File: src/tlw_pkg.sv
// Shared types, constants and register codes of the text line wrap block.
package tlw_pkg;

  localparam int unsigned CH_W = 8;
  localparam int unsigned IDX_W = 64;
  localparam int unsigned COL_W = 16;
  localparam int unsigned CNT_W = 10;
  localparam int unsigned CFG_IDX_W = 2;

  localparam int unsigned TAB_WIDTH = 4;

  localparam logic [CH_W-1:0] CH_NUL = 8'd0;
  localparam logic [CH_W-1:0] CH_TAB = 8'd9;
  localparam logic [CH_W-1:0] CH_NL = 8'd10;

  localparam logic [CNT_W-1:0] CNT_MAX = '1;

  localparam logic [CFG_IDX_W-1:0] CFG_LINE_WIDTH = 2'd0;
  localparam logic [CFG_IDX_W-1:0] CFG_LINE_LIMIT = 2'd1;
  localparam logic [CFG_IDX_W-1:0] CFG_SCREEN_ROWS = 2'd2;

  localparam logic [CNT_W-1:0] LINE_WIDTH_RST = 10'd80;
  localparam logic [CNT_W-1:0] LINE_LIMIT_RST = 10'd0;
  localparam logic [CNT_W-1:0] SCREEN_ROWS_RST = 10'd25;

  typedef struct packed {
    logic [CNT_W-1:0] line_width;
    logic [CNT_W-1:0] line_limit;
    logic [CNT_W-1:0] screen_rows;
  } cfg_t;

  typedef struct packed {
    logic [CH_W-1:0]  ch;
    logic [IDX_W-1:0] char_index;
    logic             in_window;
    logic             first;
    logic             end_of_run;
  } item_t;

  typedef struct packed {
    logic [CNT_W-1:0] glyph_count;
    logic [COL_W-1:0] logical_column;
    logic             newline_pending;
    logic             line_full;
    logic [CNT_W-1:0] window_lines;
    logic             halted;
  } state_t;

  typedef struct packed {
    logic             line_break;
    logic             tab_split;
    logic [IDX_W-1:0] line_start_index;
    logic [COL_W-1:0] start_logical_column;
    logic [CNT_W-1:0] glyph_column;
    logic [CNT_W-1:0] lines_written;
    logic             stopped;
    logic             line_done;
    logic             run_done;
  } result_t;

endpackage

File: src/tlw_if.sv
// Channel interfaces of the text line wrap block: characters, results, configuration.
interface tlw_in_if;
  logic                        valid;
  logic                        ready;
  logic [tlw_pkg::CH_W-1:0]    ch;
  logic [tlw_pkg::IDX_W-1:0]   char_index;
  logic                        in_window;
  logic                        first;
  logic                        end_of_run;

  modport source (output valid, ch, char_index, in_window, first, end_of_run, input ready);
  modport sink (input valid, ch, char_index, in_window, first, end_of_run, output ready);
endinterface

interface tlw_out_if;
  logic                        valid;
  logic                        ready;
  logic                        line_break;
  logic                        tab_split;
  logic [tlw_pkg::IDX_W-1:0]   line_start_index;
  logic [tlw_pkg::COL_W-1:0]   start_logical_column;
  logic [tlw_pkg::CNT_W-1:0]   glyph_column;
  logic [tlw_pkg::CNT_W-1:0]   lines_written;
  logic                        stopped;
  logic                        line_done;
  logic                        run_done;

  modport source (output valid, line_break, tab_split, line_start_index,
                  start_logical_column, glyph_column, lines_written, stopped,
                  line_done, run_done, input ready);
  modport sink (input valid, line_break, tab_split, line_start_index,
                start_logical_column, glyph_column, lines_written, stopped,
                line_done, run_done, output ready);
endinterface

interface tlw_cfg_if;
  logic                          valid;
  logic                          ready;
  logic [tlw_pkg::CFG_IDX_W-1:0] index;
  logic [tlw_pkg::CNT_W-1:0]     data;

  modport source (output valid, index, data, input ready);
  modport sink (input valid, index, data, output ready);
endinterface

File: src/tlw_cfg_regs.sv
// Configuration register file: line width, line limit and screen rows.
module tlw_cfg_regs (
  input  logic            clk_i,
  input  logic            rst_ni,
  tlw_cfg_if.sink         cfg_i,
  output tlw_pkg::cfg_t   cfg_o
);

  tlw_pkg::cfg_t cfg_q, cfg_d;

  assign cfg_i.ready = 1'b1;
  assign cfg_o = cfg_q;

  always_comb begin
    cfg_d = cfg_q;
    if (cfg_i.valid) begin
      unique case (cfg_i.index)
        tlw_pkg::CFG_LINE_WIDTH:  cfg_d.line_width = cfg_i.data;
        tlw_pkg::CFG_LINE_LIMIT:  cfg_d.line_limit = cfg_i.data;
        tlw_pkg::CFG_SCREEN_ROWS: cfg_d.screen_rows = cfg_i.data;
        default: ;
      endcase
    end
  end

  always_ff @(posedge clk_i or negedge rst_ni) begin
    if (!rst_ni) begin
      cfg_q.line_width <= tlw_pkg::LINE_WIDTH_RST;
      cfg_q.line_limit <= tlw_pkg::LINE_LIMIT_RST;
      cfg_q.screen_rows <= tlw_pkg::SCREEN_ROWS_RST;
    end else begin
      cfg_q <= cfg_d;
    end
  end

endmodule

File: src/tlw_step.sv
// Per-character layout step: next wrap state and the result of one character.
module tlw_step #(
  parameter int unsigned TabWidth = tlw_pkg::TAB_WIDTH,
  localparam int unsigned PhW = (TabWidth > 2) ? $clog2(TabWidth) : 1
) (
  input  tlw_pkg::cfg_t    cfg_i,
  input  tlw_pkg::item_t   item_i,
  input  tlw_pkg::state_t  state_i,
  input  logic [PhW-1:0]   phase_i,
  output tlw_pkg::state_t  state_o,
  output logic [PhW-1:0]   phase_o,
  output tlw_pkg::result_t result_o
);

  localparam int unsigned AddW = $clog2(TabWidth + 1);
  localparam int unsigned ColRange = 1 << tlw_pkg::COL_W;
  localparam int unsigned WrapPhase = (TabWidth - (ColRange % TabWidth)) % TabWidth;
  localparam logic [PhW-1:0] PhaseLast = PhW'(TabWidth - 1);
  localparam logic [AddW-1:0] TabW = AddW'(TabWidth);

  tlw_pkg::state_t          st;
  tlw_pkg::result_t         res;
  logic [PhW-1:0]           ph;
  logic                     skip;
  logic [AddW-1:0]          add;
  logic [tlw_pkg::CNT_W:0]  sum;
  logic [tlw_pkg::CNT_W-1:0] extra;
  logic [tlw_pkg::CNT_W-1:0] rem;
  logic [tlw_pkg::COL_W:0]  col_sum;

  always_comb begin
    st = state_i;
    ph = phase_i;
    skip = 1'b0;
    res = '0;
    add = TabW - AddW'(phase_i);
    sum = '0;
    extra = '0;
    rem = '0;
    col_sum = '0;

    if (item_i.first) begin
      st.glyph_count = '0;
      st.logical_column = '0;
      st.newline_pending = 1'b0;
      st.line_full = 1'b0;
      st.halted = 1'b0;
      st.window_lines = tlw_pkg::CNT_W'(item_i.in_window);
      ph = '0;
      res.line_break = 1'b1;
      res.line_start_index = item_i.char_index;
    end else if (state_i.halted) begin
      skip = 1'b1;
    end else if (state_i.newline_pending ||
                 (state_i.line_full && item_i.ch != tlw_pkg::CH_NL)) begin
      if (cfg_i.line_limit != '0 && state_i.window_lines >= cfg_i.line_limit) begin
        st.halted = 1'b1;
        skip = 1'b1;
      end else begin
        res.line_break = 1'b1;
        res.line_start_index = item_i.char_index;
        res.start_logical_column = state_i.logical_column;
        st.glyph_count = '0;
        if (item_i.in_window && state_i.window_lines != tlw_pkg::CNT_MAX) begin
          st.window_lines = state_i.window_lines + 1'b1;
        end
        st.newline_pending = 1'b0;
        st.line_full = 1'b0;
      end
    end else if (state_i.line_full) begin
      st.line_full = 1'b0;
    end

    add = TabW - AddW'(ph);
    sum = (tlw_pkg::CNT_W + 1)'(st.glyph_count) + (tlw_pkg::CNT_W + 1)'(add);
    extra = (st.glyph_count < cfg_i.line_width) ? (cfg_i.line_width - st.glyph_count) : '0;
    rem = tlw_pkg::CNT_W'(add) - extra;
    col_sum = (tlw_pkg::COL_W + 1)'(st.logical_column) + (tlw_pkg::COL_W + 1)'(add);

    if (!skip) begin
      priority if (item_i.ch == tlw_pkg::CH_NUL) begin
      end else if (item_i.ch == tlw_pkg::CH_NL) begin
        st.newline_pending = 1'b1;
        st.line_full = 1'b0;
        st.logical_column = '0;
        ph = '0;
      end else if (item_i.ch == tlw_pkg::CH_TAB) begin
        if (sum <= (tlw_pkg::CNT_W + 1)'(cfg_i.line_width)) begin
          st.glyph_count = tlw_pkg::CNT_W'(sum);
          if (tlw_pkg::CNT_W'(sum) == cfg_i.line_width) begin
            st.line_full = 1'b1;
          end
          st.logical_column = col_sum[tlw_pkg::COL_W-1:0];
          ph = col_sum[tlw_pkg::COL_W] ? PhW'(WrapPhase) : '0;
        end else if (cfg_i.line_limit != '0 && st.window_lines >= cfg_i.line_limit) begin
          st.halted = 1'b1;
        end else begin
          if (rem >= cfg_i.line_width) begin
            st.glyph_count = cfg_i.line_width;
            st.line_full = 1'b1;
          end else begin
            st.glyph_count = rem;
          end
          res.line_break = 1'b1;
          res.tab_split = 1'b1;
          res.line_start_index = item_i.char_index;
          res.start_logical_column = st.logical_column + tlw_pkg::COL_W'(extra);
          if (item_i.in_window && st.window_lines != tlw_pkg::CNT_MAX) begin
            st.window_lines = st.window_lines + 1'b1;
          end
          st.logical_column = col_sum[tlw_pkg::COL_W-1:0];
          ph = col_sum[tlw_pkg::COL_W] ? PhW'(WrapPhase) : '0;
        end
      end else begin
        if (st.glyph_count != tlw_pkg::CNT_MAX) begin
          st.glyph_count = st.glyph_count + 1'b1;
        end
        ph = (st.logical_column == '1 || ph == PhaseLast) ? '0 : ph + 1'b1;
        st.logical_column = st.logical_column + 1'b1;
        if (st.glyph_count >= cfg_i.line_width) begin
          st.line_full = 1'b1;
        end
      end
    end

    res.glyph_column = st.glyph_count;
    res.lines_written = (st.window_lines < cfg_i.screen_rows) ? st.window_lines
                                                              : cfg_i.screen_rows;
    res.stopped = st.halted;
    res.line_done = st.newline_pending || st.line_full;
    res.run_done = item_i.end_of_run;
  end

  assign state_o = st;
  assign phase_o = ph;
  assign result_o = res;

endmodule

File: src/text_line_wrap_tab_expand.sv
// Top level of the soft line wrap block with tab expansion.
//
// Characters enter on in_i, one per transaction, and every character yields
// exactly one result transaction on out_o, in order. The configuration
// channel cfg_i writes line_width (index 0), line_limit (index 1) and
// screen_rows (index 2); it is always ready. The user must write it only
// while the block holds no character in flight; the block does not enforce it.
// A character passes an input register, the layout step and a result
// register, in that order. The wrap state is read and written in the
// layout step, so characters follow one another at one per cycle while
// the receiver takes the results, and both registers move forward together.
// When the receiver stalls, the result register holds its result and the
// input register takes one more character; in_i.ready then falls until the
// result is taken.
// Reset clears both registers, the wrap state and the configuration to
// line_width 80, line_limit 0 and screen_rows 25; no clearing pass follows.
module text_line_wrap_tab_expand #(
  parameter int unsigned TabWidth = tlw_pkg::TAB_WIDTH
) (
  input  logic      clk_i,
  input  logic      rst_ni,
  tlw_in_if.sink    in_i,
  tlw_out_if.source out_o,
  tlw_cfg_if.sink   cfg_i
);

  localparam int unsigned PhW = (TabWidth > 2) ? $clog2(TabWidth) : 1;

  tlw_pkg::cfg_t    cfg;
  tlw_pkg::item_t   item_q;
  logic             item_valid_q;
  tlw_pkg::state_t  state_q, state_d;
  logic [PhW-1:0]   phase_q, phase_d;
  tlw_pkg::result_t res_q, res_d;
  logic             res_valid_q;
  logic             advance;

  tlw_cfg_regs u_cfg (
    .clk_i  (clk_i),
    .rst_ni (rst_ni),
    .cfg_i  (cfg_i),
    .cfg_o  (cfg)
  );

  tlw_step #(
    .TabWidth (TabWidth)
  ) u_step (
    .cfg_i    (cfg),
    .item_i   (item_q),
    .state_i  (state_q),
    .phase_i  (phase_q),
    .state_o  (state_d),
    .phase_o  (phase_d),
    .result_o (res_d)
  );

  assign advance = item_valid_q && (!res_valid_q || out_o.ready);
  assign in_i.ready = !item_valid_q || advance;

  always_ff @(posedge clk_i or negedge rst_ni) begin
    if (!rst_ni) begin
      item_valid_q <= 1'b0;
    end else if (in_i.valid && in_i.ready) begin
      item_valid_q <= 1'b1;
    end else if (advance) begin
      item_valid_q <= 1'b0;
    end
  end

  always_ff @(posedge clk_i) begin
    if (in_i.valid && in_i.ready) begin
      item_q.ch <= in_i.ch;
      item_q.char_index <= in_i.char_index;
      item_q.in_window <= in_i.in_window;
      item_q.first <= in_i.first;
      item_q.end_of_run <= in_i.end_of_run;
    end
  end

  always_ff @(posedge clk_i or negedge rst_ni) begin
    if (!rst_ni) begin
      state_q <= '0;
      phase_q <= '0;
      res_valid_q <= 1'b0;
    end else begin
      if (advance) begin
        state_q <= state_d;
        phase_q <= phase_d;
        res_valid_q <= 1'b1;
      end else if (out_o.ready) begin
        res_valid_q <= 1'b0;
      end
    end
  end

  always_ff @(posedge clk_i) begin
    if (advance) begin
      res_q <= res_d;
    end
  end

  assign out_o.valid = res_valid_q;
  assign out_o.line_break = res_q.line_break;
  assign out_o.tab_split = res_q.tab_split;
  assign out_o.line_start_index = res_q.line_start_index;
  assign out_o.start_logical_column = res_q.start_logical_column;
  assign out_o.glyph_column = res_q.glyph_column;
  assign out_o.lines_written = res_q.lines_written;
  assign out_o.stopped = res_q.stopped;
  assign out_o.line_done = res_q.line_done;
  assign out_o.run_done = res_q.run_done;

endmodule

File: src/flat_wrapper.sv
// flat-port wrapper written by rule: the top's interface ports become plain ports
module text_line_wrap_tab_expand_flat 
#(
  parameter int unsigned TabWidth = tlw_pkg::TAB_WIDTH
)
  (clk_i, rst_ni, in_i_valid, in_i_ch, in_i_char_index, in_i_in_window, in_i_first, in_i_end_of_run, in_i_ready, out_o_valid, out_o_line_break, out_o_tab_split, out_o_line_start_index, out_o_start_logical_column, out_o_glyph_column, out_o_lines_written, out_o_stopped, out_o_line_done, out_o_run_done, out_o_ready, cfg_i_valid, cfg_i_index, cfg_i_data, cfg_i_ready);
  tlw_in_if in_i_i ();
  tlw_out_if out_o_i ();
  tlw_cfg_if cfg_i_i ();
  input  logic clk_i;
  input  logic rst_ni;
  input wire logic [$bits(in_i_i.valid)-1:0] in_i_valid;
  input wire logic [$bits(in_i_i.ch)-1:0] in_i_ch;
  input wire logic [$bits(in_i_i.char_index)-1:0] in_i_char_index;
  input wire logic [$bits(in_i_i.in_window)-1:0] in_i_in_window;
  input wire logic [$bits(in_i_i.first)-1:0] in_i_first;
  input wire logic [$bits(in_i_i.end_of_run)-1:0] in_i_end_of_run;
  output wire logic [$bits(in_i_i.ready)-1:0] in_i_ready;
  output wire logic [$bits(out_o_i.valid)-1:0] out_o_valid;
  output wire logic [$bits(out_o_i.line_break)-1:0] out_o_line_break;
  output wire logic [$bits(out_o_i.tab_split)-1:0] out_o_tab_split;
  output wire logic [$bits(out_o_i.line_start_index)-1:0] out_o_line_start_index;
  output wire logic [$bits(out_o_i.start_logical_column)-1:0] out_o_start_logical_column;
  output wire logic [$bits(out_o_i.glyph_column)-1:0] out_o_glyph_column;
  output wire logic [$bits(out_o_i.lines_written)-1:0] out_o_lines_written;
  output wire logic [$bits(out_o_i.stopped)-1:0] out_o_stopped;
  output wire logic [$bits(out_o_i.line_done)-1:0] out_o_line_done;
  output wire logic [$bits(out_o_i.run_done)-1:0] out_o_run_done;
  input wire logic [$bits(out_o_i.ready)-1:0] out_o_ready;
  input wire logic [$bits(cfg_i_i.valid)-1:0] cfg_i_valid;
  input wire logic [$bits(cfg_i_i.index)-1:0] cfg_i_index;
  input wire logic [$bits(cfg_i_i.data)-1:0] cfg_i_data;
  output wire logic [$bits(cfg_i_i.ready)-1:0] cfg_i_ready;
  assign in_i_i.valid = in_i_valid;
  assign in_i_i.ch = in_i_ch;
  assign in_i_i.char_index = in_i_char_index;
  assign in_i_i.in_window = in_i_in_window;
  assign in_i_i.first = in_i_first;
  assign in_i_i.end_of_run = in_i_end_of_run;
  assign in_i_ready = in_i_i.ready;
  assign out_o_valid = out_o_i.valid;
  assign out_o_line_break = out_o_i.line_break;
  assign out_o_tab_split = out_o_i.tab_split;
  assign out_o_line_start_index = out_o_i.line_start_index;
  assign out_o_start_logical_column = out_o_i.start_logical_column;
  assign out_o_glyph_column = out_o_i.glyph_column;
  assign out_o_lines_written = out_o_i.lines_written;
  assign out_o_stopped = out_o_i.stopped;
  assign out_o_line_done = out_o_i.line_done;
  assign out_o_run_done = out_o_i.run_done;
  assign out_o_i.ready = out_o_ready;
  assign cfg_i_i.valid = cfg_i_valid;
  assign cfg_i_i.index = cfg_i_index;
  assign cfg_i_i.data = cfg_i_data;
  assign cfg_i_ready = cfg_i_i.ready;
  text_line_wrap_tab_expand #(.TabWidth(TabWidth)) u_core (.clk_i(clk_i), .rst_ni(rst_ni), .in_i(in_i_i), .out_o(out_o_i), .cfg_i(cfg_i_i));
endmodule
File: config.mk
export PLATFORM = sky130hd
export DESIGN_NAME = text_line_wrap_tab_expand_flat
export DESIGN_NICKNAME = d
export VERILOG_FILES = /design/src/tlw_pkg.sv /design/src/tlw_if.sv /design/src/tlw_cfg_regs.sv /design/src/tlw_step.sv /design/src/text_line_wrap_tab_expand.sv /design/src/flat_wrapper.sv
export SDC_FILE = /design/constraint.sdc
export NUM_CORES = 1
export LEC_CHECK = 0
export BUFFER_PORTS_ARGS = -buffer_cell sky130_fd_sc_hd__buf_2
export CELL_PAD_IN_SITES_DETAIL_PLACEMENT = 0
export CELL_PAD_IN_SITES_GLOBAL_PLACEMENT = 1
export CORE_ASPECT_RATIO = 2
export CORE_MARGIN = 2
export CORE_UTILIZATION = 50
export DETAILED_ROUTE_END_ITERATION = 8
export HOLD_SLACK_MARGIN = 0.15
export PLACE_DENSITY = 0.91
export SLEW_MARGIN = 20
export SYNTH_ARGS = -nofsm -noshare
export SYNTH_HDL_FRONTEND = slang
export SYNTH_HIERARCHICAL = 1
export SYNTH_SLANG_ARGS = --single-unit
File: constraint.sdc
create_clock -name clk_i -period 22.6 [get_ports clk_i]
set_clock_uncertainty 0.15 [all_clocks]
set_input_delay 1.13 -clock clk_i [delete_from_list [all_inputs] [get_ports clk_i]]
set_output_delay 1.13 -clock clk_i [all_outputs]
set_load 0.05 [all_outputs]
# After elaboration in Yosys (flattened, before gate mapping)
# Cells that the tools add are included.
[op_classes]
n_addsub = 11
order_cmp = 7
eq_ne = 11
n_mux = 71
bitwise = 1
reduce_logical = 23
[ops]
columns = ["operator", "n"]
rows = [
  ["2-to-1 mux 82 bit", 6],
  ["2-to-1 mux 80 bit", 3],
  ["2-to-1 mux 10 bit", 15],
  ["2-to-1 mux 26 bit", 3],
  ["2-to-1 mux 39 bit", 2],
  ["2-to-1 mux 64 bit", 1],
  ["2-to-1 mux 11 bit", 5],
  ["2-to-1 mux 16 bit", 3],
  [">= comparator 10 bit", 4],
  ["adder 10 x 1 -> 10 bit, second input constant", 3],
  ["inequality test 10 bit, second input constant", 3],
  ["2-to-1 mux 13 bit", 2],
  ["2-to-1 mux 1 bit", 22],
  ["less-than comparator 10 bit", 2],
  ["adder 16 x 1 -> 16 bit, second input constant", 1],
  ["adder 16 x 10 -> 16 bit", 1],
  ["adder 16 x 3 -> 16 bit", 1],
  ["equality test 16 bit, second input constant", 1],
  ["equality test 8 x 4 -> 1 bit, second input constant", 2],
  ["2-to-1 mux 2 bit", 8],
  ["2-to-1 mux 12 bit", 1],
  ["adder 10 x 3 -> 11 bit", 1],
  ["less-or-equal comparator 11 x 10 -> 1 bit", 1],
  ["equality test 10 bit", 1],
  ["17 further kinds", 32],
]
[totals]
ff_bits = 253
output_inout_bits = 108
elab_cells = 150

# Logic depth before layout (Yosys ltp)
[depth]
word_depth = 20
mapped_depth = 37
ltp_nobuf = 36

# Cells and area by module
# Netlist, hierarchy kept.
[modules_own_cells]
columns = ["mod", "instances", "cells_each", "area_per_inst_um2", "seq_area_each_um2"]
rows = [
  ["text_line_wrap_tab_expand", 1, 275, 7189.4, 6481.2],
  ["tlw_step", 1, 962, 6408.6, 0.0],
  ["tlw_cfg_regs", 1, 68, 1242.4, 757.0],
]

# Least setup slack after synthesis
# Ideal clock, no wire load.
[synth_timing]
path_type = "register -> register"
start = "reg u_core/item_q[67] in the netlist's numbering"
end = "reg u_core.res_q, in the netlist u_core/out_o.lines_written[0] (data pin)"
arrival_ps = 7236
t_required_ps = 22188
path_slack_ps = 14952
path_stages_with_launch = 36
n_path_buf = 1
synth_period_minus_slack_ps = 7648
cell_sequence = "edfxtp_1 -> nor4bb_1 -> a21boi_1 -> o221a_2 -> o21a_1 -> nor2_1 -> nand2_1 -> inv_1 -> ha_1 -> inv_1 -> fa_1 -> inv_1 -> a21o_1 -> nor2b_1 -> xnor2_1 -> nor2_1 -> ha_1 -> nand3_1 -> o32ai_1 -> a21oi_1 -> o21ai_1 -> o32ai_1 -> and3_1 -> or4b_1 -> nor3_1 -> xor2_1 -> ha_1 -> a21o_1 -> a21o_1 -> a21oi_1 -> o21ai_0 -> nor3b_1 -> nand2_1 -> o221a_2 -> buf_4 -> mux2_1"
[synth_rtl]
columns = ["element", "line_no", "text"]
rows = [
  ["start, declared", "text_line_wrap_tab_expand.sv:30", "tlw_pkg::item_t item_q;"],
  ["end signal, assigned", "text_line_wrap_tab_expand.sv:98", "res_q <= res_d;"],
  ["end, declared", "text_line_wrap_tab_expand.sv:34", "tlw_pkg::result_t res_q, res_d;"],
]

==> results by stage <==
Status:
- The flow ran to the end, and the final reports show no timing, DRC or antenna violations.

Global routing:
- The via count of the first global-routing pass is 11.2k.
- In the global route stage, overall resource usage came out at 26.8%.
- The first-pass GRT wire length is 63300 um.
- The total overflow reported by the global router is 0.
- Entering global routing, the biggest net connects 74 pins.
- The initial antenna violation count came to 0.

Place:
- The global placement routability congestion is slightly below 1.
- Summing all placed instances gives a cell area of around 16000 um^2.
- Input and output buffers added on the ports amount to between 150 and 200.
- The estimated wirelength of the detail-placed design is 33100 um.

Critical path:
- Data arrives at the worst endpoint at around 11 ns.
- The stage delay of the slowest cell on the critical path is 0.88 ns.
- By startpoint and endpoint, the worst setup path is classified as flop to flop.
- The kind of end point of the critical path is a flop.
- The cell count of the worst reg-to-reg path is 32.
- The beginning of the worst register-to-register path is u_core/item_q[74]$_DFFE_PP_.
- On the critical path, the stage with the largest delay is an instance of sky130_fd_sc_hd__o32ai_1.
- In this run the register-to-register setup slack is 11.78 ns.
- The top fanout value on the critical path is 16.
- The kind of launch point of the worst setup path is a flop.
- At the worst endpoint, the required time is 22.74 ns.
- In this run the critical register-to-register path is captured at u_core/out_o.lines_written[8]$_DFFE_PP_.

Yosys:
- Yosys attributes the largest share of cell area to sky130_fd_sc_hd__edfxtp_1 36%, sky130_fd_sc_hd__dfrtp_1 11%, sky130_fd_sc_hd__ha_1 8.1%, sky130_fd_sc_hd__mux2_4 6.0%, sky130_fd_sc_hd__and2_1 3.2%.
- Counting instances in the post-synthesis netlist gives the leading cell types as 180 x sky130_fd_sc_hd__edfxtp_1, 96 x sky130_fd_sc_hd__ha_1, 91 x sky130_fd_sc_hd__nand2_1.
- After synthesis the cells add up to ~15000 um^2.
- The dominant register cell in the synthesized netlist is sky130_fd_sc_hd__edfxtp_1.
- The share of the synthesized area in the top cell type is between 30% and 40%.
- Among all cell types in the netlist, the one instantiated most often is sky130_fd_sc_hd__edfxtp_1.
- The number of distinct library cells after synthesis is 92.
- The mean instance size in the synthesized netlist is 11.4 um^2.
- The count of yosys warnings during synthesis is 6.
- The sequential cell area fraction in the yosys report is approximately half.
- The post-synth net total is between 1k and 1.5k.
- Of all flip-flops after synthesis, the portion carrying an async set or reset was 28.9%.
- Yosys mapped a number of flops with a built-in enable equal to between 150 and 200.
- The number of flip-flops and latches in the synthesized netlist is 253.
- In the synthesized netlist, the number of instances is 1305.
- The top cell type by total area after synthesis is sky130_fd_sc_hd__edfxtp_1.

Floorplan:
- The die covers 31200 um^2.
- The area of the core region is 29400 um^2.
- The initialized floorplan defines 89 standard-cell rows.
- In this run the vertical extent of the chip is 248 um.
- For this configuration, the core starts out at a cell density of 50.5%.
- The number of I/O pins is 200.
- The horizontal die dimension is 126 um.

Hold path:
- The worst hold path begins at u_core/item_q[0]$_DFFE_PP_.
- In this run the worst hold path is classified as flop to flop.
- The endpoint with the worst hold slack is u_core/out_o.run_done$_DFFE_PP_.
- The worst hold path was traced through 0 stages.

CTS:
- The post-CTS setup buffer count is 0.
- Counting the buffers created by CTS gives 24.
- In this run, post-CTS hold repair placed 0 buffers.
- The clock tree from TritonCTS is built.
- The maximum count of clock buffers along a single path is 3.
- The clock insertion delay at the later pin of the skew report is 0.54 ns.
- After clock tree synthesis, the clock-pin slew on the worst setup and hold paths is roughly 0.070 ns.
- The root buffer selected by CTS is sky130_fd_sc_hd__clkbuf_16.
- The number of gates resized after CTS was 0.
- The count of clock tree sinks is 253.
- In this run the number of H-tree levels came out at 1.

Pwr:
- The clock share of power is about 28%.
- The switching fraction of total power is 36.2%.
- The design draws around 1.5 mW.
- The static leakage power is 7.43 nW.
- Summed over all nets, the switching power comes to 0.556 mW.
- Power spread over the standard cell area amounts to 90.5 nW/um^2.
- Cell internal power was estimated by the tool at 0.980 mW.
- In this run, flip-flops and latches consume 37.6% of the power.
- The worst voltage drop across the vdd grid is 0.0000846 V.
- The share of power burned in combinational logic is between 30% and 40%.

STA:
- The number of pins exceeding their max-slew limit in the final report is 0.
- The count of endpoints failing hold in the final timing report is 0.
- For the pin with the worst max-slew slack, the measured transition is 1.08 ns.
- The final critical path time including I/O delays and setup is roughly 11 ns.
- The fmax is 92.4 MHz.
- The sum of negative setup slack is 0 ns.
- Measured against its own limit, the worst slew margin works out to 27.7%.
- The fraction of the cycle the final worst path needs is 47.9%.
- Setup repair after global routing left no endpoint under its margin.
- The setup violation total in the final timing report is 0.

Finish:
- The post-route netlist has 23.7% of its cells at a drive strength greater than 1.
- Compared with the post-synthesis result, the final layout area differs by 14.3%.
- After the last flow step, the layout net total stands at 1687.
- The count of inserted antenna diode cells is 0.
- Summing all non-filler instances in the final layout gives an area of 17000 um^2.

Routing:
- The via-per-instance ratio is 5.88.
- The count of nets left with antenna violations once routing finished came out at 0.
- After detailed routing, the number of remaining DRC violations is 0.
- Detailed routing inserted a total of 11.0k vias.
- In the final routed layout, each cell accounts on average for 22.6 um.
- After detailed routing, the total wire length is 42300 um.
- The number of DRC violations after detailed-routing iteration 0 is 585.
- The first detailed-routing pass took 7 iterations.

Flow run:
- The reported max-cap violation count is 0.
==> metal layers <==
layer	global-route usage (%)	wire length, um	vias to the layer above
met5	0	0	-
met4	22.1	3940	0
met3	3.51	2110	161
met2	49.6	22400	441
met1	26.1	13900	5279
li1	-	-	5158
==> metrics by stage <==
stage	hold WS (ns)	util, %	setup slack (ns)	instances
after CTS	0.273	57.6	11.82	1875
after global routing	0.286	57.7	11.34	1876
final	0.271	57.7	11.78	1876
after global placement	0.252	54.9	11.91	1831
after detailed placement	0.257	54.9	11.88	1831
after floorplan	0.323	-	14.95	1305
==> registers in the layout, indices dropped and copies added (netlist names), 2 cells and up <==
name and cells:
u_core/item_q 75, u_core/out_o.line_start_index 64, u_core/state_q 39, u_core/u_cfg/cfg_o 30
u_core/out_o.start_logical_column 16, u_core/out_o.glyph_column 10, u_core/out_o.lines_written 10, u_core/phase_q 2
==> layout by cell type, fill, tap and decap left out, drive strengths merged, types with 31 or more instances in the layout <==
cell      n
a21oi    53
mux2     88
nor2     78
xnor2    36
inv      81
buf     217
and2     75
o21ai    61
clkbuf   31
nand3    35
dfrtp    68
edfxtp  180
nand2    92
ha       96
==> power by group through the flow <==
stage / Combinational [mW] / Sequential (mW) / Clock (mW)
2_1_floorplan: 0.320 / 0.634 / 0
3_3_place_gp: 0.525 / 0.586 / 0
3_5_place_dp: 0.528 / 0.587 / 0
4_1_cts: 0.531 / 0.578 / 0.435
5_1_grt: 0.578 / 0.583 / 0.448
6_report: 0.535 / 0.577 / 0.424
==> kinds of logic (layout without fill, tap and decap cells) <==
logic type / count (synthesis) / count (layout) / share of synthesized area [%]
AND/OR/NAND/NOR: 421 / 421 / 15.0
flip-flops: 253 / 253 / 48.8
AO/OA/AOI/OAI: 244 / 244 / 11.2
buffers and inverters: 132 / 339 / 4.12
adder cells (fa/ha/maj): 101 / 101 / 8.77
multiplexers: 96 / 96 / 8.71
XOR/XNOR: 57 / 57 / 3.41
other: 1 / 1 / 0.0253
==> worst max-delay path, delay by kind of cell, from the launching register on <==
family	cells	cell delay (ns)
and+or+nand+nor	11	3.91
buffers and inverters	1	0.23
muxes	1	0.36
DFF	1	0.38
AOI/OAI and AO/OA	14	3.97
adders and majority gates	3	0.94
xor gates and xnor gates	2	0.63
==> worst max path at each step <==
stage | cells after the start | endpoint | start | slack, ns
final | 32 | u_core/out_o.lines_written[8]$_DFFE_PP_ | u_core/item_q[74]$_DFFE_PP_ | 11.78
after global routing | 34 | u_core/out_o.lines_written[7]$_DFFE_PP_ | u_core/item_q[73]$_DFFE_PP_ | 11.34
after CTS | 32 | u_core/out_o.lines_written[8]$_DFFE_PP_ | u_core/item_q[74]$_DFFE_PP_ | 11.82
after detailed placement | 32 | u_core/out_o.lines_written[8]$_DFFE_PP_ | u_core/item_q[74]$_DFFE_PP_ | 11.88
after global placement | 32 | u_core/out_o.lines_written[6]$_DFFE_PP_ | u_core/item_q[74]$_DFFE_PP_ | 11.91
after floorplan | 35 | u_core/out_o.lines_written[0]$_DFFE_PP_ | u_core/item_q[67]$_DFFE_PP_ | 14.95
==> cell type report <==
class	instances	area (um^2)
Clock inverter	13	166
Timing Repair Buffer	217	1150
Fill cell	2547	12400
Inverter	78	295
Multi-Input combinational cell	920	7010
Clock buffer	31	648
Tap cell	364	455
Sequential cell	253	7240
Note: power is estimated with default switching activity, not from simulation.
